[src/hw/rtl/eatl_pkg.sv]
// Shared types, constants and tables of the equal-angle tree layout block.
package eatl_pkg;
	localparam int NODE_BITS   = 10;
	localparam int ANGLE_BITS  = 16;
	localparam int CUR_BITS    = ANGLE_BITS + 1;
	localparam int LEAF_BITS   = 11;
	localparam int LEN_BITS    = 16;
	localparam int COORD_BITS  = 32;
	localparam int CORDIC_STEPS = 16;
	localparam int STEP_BITS   = 4;
	localparam int DIV_STEPS   = LEAF_BITS + ANGLE_BITS;
	localparam int DIV_CNT_BITS = 5;
	localparam logic [33:0] CORDIC_GAIN = 34'sd652032874;

	localparam logic CMD_ROOT  = 1'b0;
	localparam logic CMD_CHILD = 1'b1;

	typedef struct packed {
		logic                  cmd;
		logic [NODE_BITS-1:0]  node_id;
		logic [NODE_BITS-1:0]  parent_id;
		logic [LEAF_BITS-1:0]  leaf_cnt;
		logic [LEN_BITS-1:0]   branch_length;
	} in_item_t;

	typedef struct packed {
		logic [NODE_BITS-1:0]         out_node_id;
		logic signed [COORD_BITS-1:0] x_coord;
		logic signed [COORD_BITS-1:0] y_coord;
	} out_item_t;

	// Handshake between sequencer and shared rotation unit.
	typedef struct packed {
		logic                  start;
		logic [ANGLE_BITS-1:0] angle;
	} cordic_req_t;

	typedef struct packed {
		logic               done;
		logic signed [15:0] cos_q15;
		logic signed [15:0] sin_q15;
	} cordic_rsp_t;

	function automatic logic [31:0] atan_turn(input logic [STEP_BITS-1:0] i);
		logic [31:0] r;
		case (i)
			4'd0:  r = 32'h20000000;
			4'd1:  r = 32'h12E4051E;
			4'd2:  r = 32'h09FB385B;
			4'd3:  r = 32'h051111D4;
			4'd4:  r = 32'h028B0D43;
			4'd5:  r = 32'h0145D7E1;
			4'd6:  r = 32'h00A2F61E;
			4'd7:  r = 32'h00517C55;
			4'd8:  r = 32'h0028BE53;
			4'd9:  r = 32'h00145F2F;
			4'd10: r = 32'h000A2F98;
			4'd11: r = 32'h000517CC;
			4'd12: r = 32'h00028BE6;
			4'd13: r = 32'h000145F3;
			4'd14: r = 32'h0000A2FA;
			default: r = 32'h0000517D;
		endcase
		return r;
	endfunction

	function automatic logic signed [15:0] to_q15(input logic signed [34:0] v);
		logic signed [34:0] r;
		r = (v + 35'sd16384) >>> 15;
		if (r > 35'sd32767) return 16'sh7FFF;
		if (r < -35'sd32768) return 16'sh8000;
		return r[15:0];
	endfunction
endpackage

[src/hw/rtl/eatl_cordic.sv]
// Iterative CORDIC rotation unit giving cos and sin in Q1.15.
module eatl_cordic (
	input  logic                  clk,
	input  logic                  arst_n,
	input  eatl_pkg::cordic_req_t req,
	output eatl_pkg::cordic_rsp_t rsp
);
	logic                                busy_q;
	logic [eatl_pkg::STEP_BITS-1:0]      step_q;
	logic [1:0]                          quad_q;
	logic signed [33:0]                  x_q, y_q;
	logic signed [32:0]                  z_q;
	logic signed [33:0]                  dx, dy;
	logic signed [32:0]                  at;
	logic signed [34:0]                  cx, sy;
	logic                                done_q;

	assign dx = y_q >>> step_q;
	assign dy = x_q >>> step_q;
	assign at = $signed({1'b0, eatl_pkg::atan_turn(step_q)});

	always_comb begin
		case (quad_q)
			2'd0: begin cx = 35'(x_q);  sy = 35'(y_q);  end
			2'd1: begin cx = -35'(y_q); sy = 35'(x_q);  end
			2'd2: begin cx = -35'(x_q); sy = -35'(y_q); end
			default: begin cx = 35'(y_q); sy = -35'(x_q); end
		endcase
	end

	always_ff @(posedge clk or negedge arst_n) begin
		if (!arst_n) begin
			busy_q <= 1'b0;
			done_q <= 1'b0;
			step_q <= '0;
		end else begin
			done_q <= 1'b0;
			if (req.start) begin
				busy_q <= 1'b1;
				step_q <= '0;
			end else if (busy_q) begin
				step_q <= step_q + 1'b1;
				if (step_q == eatl_pkg::STEP_BITS'(eatl_pkg::CORDIC_STEPS - 1)) begin
					busy_q <= 1'b0;
					done_q <= 1'b1;
				end
			end
		end
	end

	always_ff @(posedge clk) begin
		if (req.start) begin
			quad_q <= req.angle[eatl_pkg::ANGLE_BITS-1 -: 2];
			x_q    <= eatl_pkg::CORDIC_GAIN;
			y_q    <= '0;
			z_q    <= $signed({3'b000, req.angle[eatl_pkg::ANGLE_BITS-3:0],
				(32 - eatl_pkg::ANGLE_BITS)'(0)});
		end else if (busy_q) begin
			if (z_q >= 0) begin
				x_q <= x_q - dx; y_q <= y_q + dy; z_q <= z_q - at;
			end else begin
				x_q <= x_q + dx; y_q <= y_q - dy; z_q <= z_q + at;
			end
		end
	end

	// While done is high the rotation has finished and x/y hold their final values.
	assign rsp.done    = done_q;
	assign rsp.cos_q15 = eatl_pkg::to_q15(cx);
	assign rsp.sin_q15 = eatl_pkg::to_q15(sy);

	a_done_after_busy: assert property (@(posedge clk) disable iff (!arst_n)
		rsp.done |-> $past(busy_q)) else $error("done without work");
	a_no_start_busy: assert property (@(posedge clk) disable iff (!arst_n)
		busy_q |-> !req.start) else $error("start while busy");
	a_done_pulse: assert property (@(posedge clk) disable iff (!arst_n)
		rsp.done |=> !rsp.done) else $error("done held");
endmodule

[config.mk]
export PLATFORM = sky130hd
export DESIGN_NAME = eatl_cordic
export DESIGN_NICKNAME = d
export VERILOG_FILES = /design/src/hw/rtl/eatl_pkg.sv /design/src/hw/rtl/eatl_cordic.sv
export SDC_FILE = /design/constraint.sdc
export NUM_CORES = 1
export LEC_CHECK = 0
export ABC_AREA = 1
export BUFFER_PORTS_ARGS = -buffer_cell sky130_fd_sc_hd__buf_2
export CORE_UTILIZATION = 45
export CTS_BUF_LIST = sky130_fd_sc_hd__clkbuf_16
export CTS_CLUSTER_DIAMETER = 60
export CTS_CLUSTER_SIZE = 30
export DETAILED_ROUTE_END_ITERATION = 6
export PLACE_DENSITY = 0.67
export SLEW_MARGIN = 10
export SYNTH_ARGS = -nofsm -noshare
export SYNTH_HDL_FRONTEND = slang
export SYNTH_SLANG_ARGS = --single-unit
[constraint.sdc]
create_clock -name clk -period 8.2 [get_ports clk]
set_input_delay 1.64 -clock clk [delete_from_list [all_inputs] [get_ports clk]]
set_output_delay 1.64 -clock clk [all_outputs]
set_load 0.02 [all_outputs]
# Word-level counts from Yosys, hierarchy flattened
# Memories as Yosys holds them, arrays and structs flattened.
# Cells that the tools add are included.
# totals
regBits	109
wordCells	61
mem_count	1
romBits	480
input_bits	19
out_inout_bits	33
# memory_table
name	depth	width	read_ports	rd_ports_with_merged_regs	wr	line	source
(name not given)	16	30	1	0	0	eatl_pkg.sv:46	case (i)
# classes
n_addsub	11
shift	2
magnitude_cmp	5
n_reduce_logical	2
n_mux	29
eq_ne	3
# ops
operator	count
$pmux W35 S3	2
$mux W16	8
$add A35 B16 Y35 const B	2
$neg A34 Y35	2
$add A34 B34 Y34	2
$mux W34	2
$sshr A34 B4 Y34	2
$sub A34 B34 Y34	2
$mux W30	2
$gt A20 B16 Y1 const B	2
$lt A20 B16 Y1 const B	2
$add A33 B33 Y33	1
$ge A33 B1 Y1 const B	1
$mux W33	1
$sub A33 B33 Y33	1
$mux W1	12
$mux W4	2
$add A4 B1 Y4 const B	1
$eq A4 B4 Y1 const B	1
$eq A2 B1 Y1 const B	1
$eq A2 B2 Y1 const B	1
$logic_not A2 Y1	1
$reduce_bool A2 Y1	1

# Logic depth before layout (Yosys ltp)
# depth
word_depth	8
mapped_depth	37
mapped_depth_nobuf	35

# Worst setup path after synthesis
# No wires, ideal clock.
# synth_timing
path_kind	register to register
start	register step_q[1] in the netlist's numbering
end	register z_q[22], data pin
arrival_time_ns	4.184
path_buffers	2
path_stages_with_launch	30
setup_slack_ns	3.762
required_ns	7.946
path_cell_list	dfrtp_1 > buf_2 > inv_2 > buf_2 > ha_1 > inv_1 > a21oi_1 > o21ai_2 > o21ai_1 > inv_1 > ha_1 > o21ai_0 > fa_1 > nand2_1 > nand2_1 > nand2_1 > nand2_1 > a21oi_1 > o21ai_0 > nand2_1 > nand2_1 > inv_1 > o21ai_0 > a21oi_1 > o21ai_0 > nand2_1 > nand2_1 > nand2_1 > nand3_1 > nand2_1
# synth_between
elab_chain_len	5
elab_cells_between_ends	6
classes_between	add/sub: 2; mux: 3; memory: 1
# synth_rtl
item	line	source
start, declared	eatl_cordic.sv:9	logic [eatl_pkg::STEP_BITS-1:0] step_q;
start signal, assigned	eatl_cordic.sv:42	step_q <= step_q + 1'b1;
$mem_v2 Z16 W30 (*)	n/a	
$add A33 B33 Y33 / $sub A33 B33 Y33 (equally long branches)	eatl_cordic.sv:62, eatl_cordic.sv:60	
$mux W33 (*)	eatl_cordic.sv:59	if (z_q >= 0) begin
$mux W30 (*)	eatl_cordic.sv:58	end else if (busy_q) begin
$mux W30 (*)	eatl_cordic.sv:52	if (req.start) begin
end signal, assigned	eatl_cordic.sv:56	z_q <= $signed({3'b000, req.angle[eatl_pkg::ANGLE_BITS-3:0],
end signal, assigned	eatl_cordic.sv:60	x_q <= x_q - dx; y_q <= y_q + dy; z_q <= z_q - at;
end signal, assigned	eatl_cordic.sv:62	x_q <= x_q + dx; y_q <= y_q - dy; z_q <= z_q + at;
end, declared	eatl_cordic.sv:12	logic signed [32:0] z_q;
# Every way passes the cells marked *; elsewhere a longest branch is shown, timed or not. The select of a mux whose other input is x is not followed.
# A chain may end at the register's enable or synchronous reset.

==> flow_metrics.tcl <==
set metrics [dict create \
    antenna_cells 0 \
    clk_latency_ps 420 \
    violations "design-rule violations" \
    clk_path_buf_depth 2 \
    yosysWarningCount 0 \
    routed_wl_um 70390 \
    drc 13 \
    synth-edff-count 16 \
    yosysMostFrequentCell "nand2_1" \
    worstSetupEndpointType "primary output" \
    ys_async_sr_fraction_pct 5.505 \
    post-route-period-util_pct 74.22 \
    grt_pass1_wl_um 108200 \
    p_comb_share_pct 81.3 \
    hold_slack_ps 465.0 \
    p_seq_share_pct 13.5 \
    postLayoutSetupSlackWorst_ps 2114 \
    dp_hpwl_um 54120 \
    die_h_um 206.9 \
    postRouteAntennaNets 0 \
    worstMarginPinSlew_ps 1047 \
    dp_cells 3812 \
    fin_skew_ps 19.93 \
    routabilityCongestion 1.035 \
    slew_headroom_pct 30.18 \
    io-pin-count 52 \
    cts_tree "yes" \
    slowest_delay_ps 740 \
    post_cts_resized 0 \
    drtIter0Drc 2327 \
    die-area_mm2 0.04279 \
    drive_above_1_share_pct 7.191 \
    fin_nets 3422 \
    crit_type "reg -> out" \
    yosys_most_used_dff "dfxtp_1" \
    peakVddDrop_mv 0.2471 \
    path_delay_family "simple AND/OR/NAND/NOR gates" \
    critPathBufInv 4 \
    antenna_found_initial 0 \
    switching_share_pct 61.22 \
    cp_cell_sequence "inv_2, nor2_4, inv_1, o21ai_0, nand2_1, nand2_1, inv_1, ha_1, nand3_4, nor2_4, nand3_1, nand2_1, nand2_1, nand3_1, o21ai_4, nand2_1, buf_2" \
    synth_top_area_cell "nand2_1" \
    numCtsBuffers 9 \
    status "finished, violations left" \
    first_pass_iters 7 \
    cp-start-kind "register" \
    cp.arrival_ps 4450 \
    start_util_pct 45.94 \
    hold_path.class "reg -> reg" \
    syn_area_mm2 0.01888 \
    htree_num_levels 3 \
    rsz0062_at_grt "false" \
    netSwitchingPower_mw 5.793 \
    synthCells 3336 \
    placed_area_mm2 0.01930 \
    leakage_nw 9.270 \
    cts-root-buf "clkbuf_16" \
    ys_top_cells_by_area "nand2_1, nand3_1, dfxtp_1" \
    fmax_mhz 164.3 \
    vias_per_cell 5.704 \
    setup-tns-final_ps 0 \
    overflow 0 \
    holdBufCountCts 0 \
    vias 21830 \
    die_w_um 206.9 \
    finalSetupViolCount 0 \
    synth_commonest_cells "nand2_1, nand3_1, inv_1" \
    post-route-util_pct 47.69 \
    worst_path_max_delay_cell "edfxtp_1" \
    cp_common_cell "nand2_1" \
    wl_per_cell_um 18.39 \
    yosysSeqAreaShare_pct 12.56 \
    cts_setup_buffers 0 \
    cap_viol_max_count 0 \
    core-area_mm2 0.04111 \
    clk_pin_slew_ps 100 \
    synth-seq-cells 109 \
    pwr-share-clk_pct 5.3 \
    avgSynthCellArea_um2 5.661 \
    power.total_mw 9.462 \
    syn-num-nets 3467 \
    cts_sinks 109 \
    rows 74 \
    grt_pass1_vias 19850 \
    yosys.area.top_type_share_pct 18.82 \
    area_delta_synth_final_pct 3.823 \
    io_buffers 51 \
    hold_violations 0 \
    synth_cell_type_count 68 \
    maxSlewViolCount 0 \
    fin_crit_ps 6086 \
    p_int_mw 3.669 \
    crit_path_max_fanout 28 \
    pwr_density_cell_mw_per_mm2 482.6 \
    critPathRequiredTime_ps 6560 \
    instances_no_fill 3828 \
    grt_max_degree 120 \
    grtUsageTotal_pct 32.72 \
    pre_cts_ws_ps 2493 \
    design_area_mm2 0.01961 \
]
==> power groups by stage <==
stage / Clock, mW / Sequential (mW) / Combinational [mW]
after global placement: 0 / 1.26 / 7.51
after detailed placement: 0 / 1.26 / 7.52
final: 0.498 / 1.27 / 7.69
after floorplan: 0 / 1.01 / 5.88
after global routing: 0.519 / 1.28 / 8.62
after CTS: 0.509 / 1.24 / 7.56
==> logic make-up after synthesis <==
kind of cell / after synthesis / synth area share [%]
xor+xnor: 164 / 7.606
simple gates: 1855 / 43.21
compound gates: 623 / 18.74
fa+ha+maj: 112 / 7.540
buf+inv: 473 / 10.34
flops: 109 / 12.56
==> routing by layer <==
| layer | up-vias | wire length, um | GRT usage [%] |
|---|---|---|---|
| li1 | 10980 | - | - |
| met1 | 9702 | 29760 | 41.18 |
| met2 | 949 | 31220 | 53.73 |
| met3 | 205 | 5452 | 5.055 |
| met4 | 0 | 3957 | 17.08 |
| met5 | - | 0 | 0 |
==> flip-flops by register name (all words and copies together), names as in the netlist <==
name and count:
busy_q 1, done_q 1, quad_q 2, step_q 4, x_q 34, y_q 34, z_q 33
==> path summary, 6_finish.rpt <==
kind,start,end,slack [ps],cells after the start
min in group asynchronous,arst_n,busy_q$_DFF_PN0_,1040,1
max,quad_q[0]$_DFFE_PP_,rsp[4],2110,17
max reg2reg,step_q[0]$_DFFE_PN0P_,y_q[31]$_SDFFE_PP0P_,2320,28
max in group asynchronous,arst_n,step_q[0]$_DFFE_PN0P_,6980,1
min,z_q[30]$_SDFFE_PP0P_,z_q[30]$_SDFFE_PP0P_,460,2
min reg2reg,z_q[30]$_SDFFE_PP0P_,z_q[30]$_SDFFE_PP0P_,460,2
==> layout by cell type (no fill, tap or decap), drive strengths merged, types with 2 or more instances in the layout <==
cell type / n
a22o: 2
nand3: 382
a31oi: 25
xor2: 108
a221oi: 6
a21oi: 175
buf: 65
nor3: 36
nand2: 990
nor3b: 2
or2: 10
a2111oi: 2
dfxtp: 87
edfxtp: 16
nor4: 6
o21bai: 8
dfrtp: 6
a21o: 9
and2: 4
clkbuf: 9
nor2: 382
inv: 355
o211ai: 34
ha: 109
clkinv: 4
nand4: 36
a21boi: 13
fa: 3
xnor2: 56
a32oi: 3
a22oi: 5
o221ai: 3
o31ai: 4
nand3b: 7
o21a: 10
o22ai: 38
o21ai: 281
==> worst reg2reg max path, delay by kind of cell, from the launching register on <==
kind	cells	cell delay [ps]
AO/OA/AOI/OAI	5	1130
XOR/XNOR	1	130
adder cells (fa/ha/maj)	2	570
buffers and inverters	3	1010
flip-flops	1	570
AND/OR/NAND/NOR	17	2400
==> area by class of cell <==
class                      instances  area [um2]
clock inverter                     7       81.33
sequential                       109        2381
timing repair buffer              65       360.3
multi-input combinational       2754       14570
tap                              532       665.6
inverter                         352        1324
fill                            4619       21500
clock buffer                       9       225.2
Note: power is estimated with default switching activity, not from simulation.
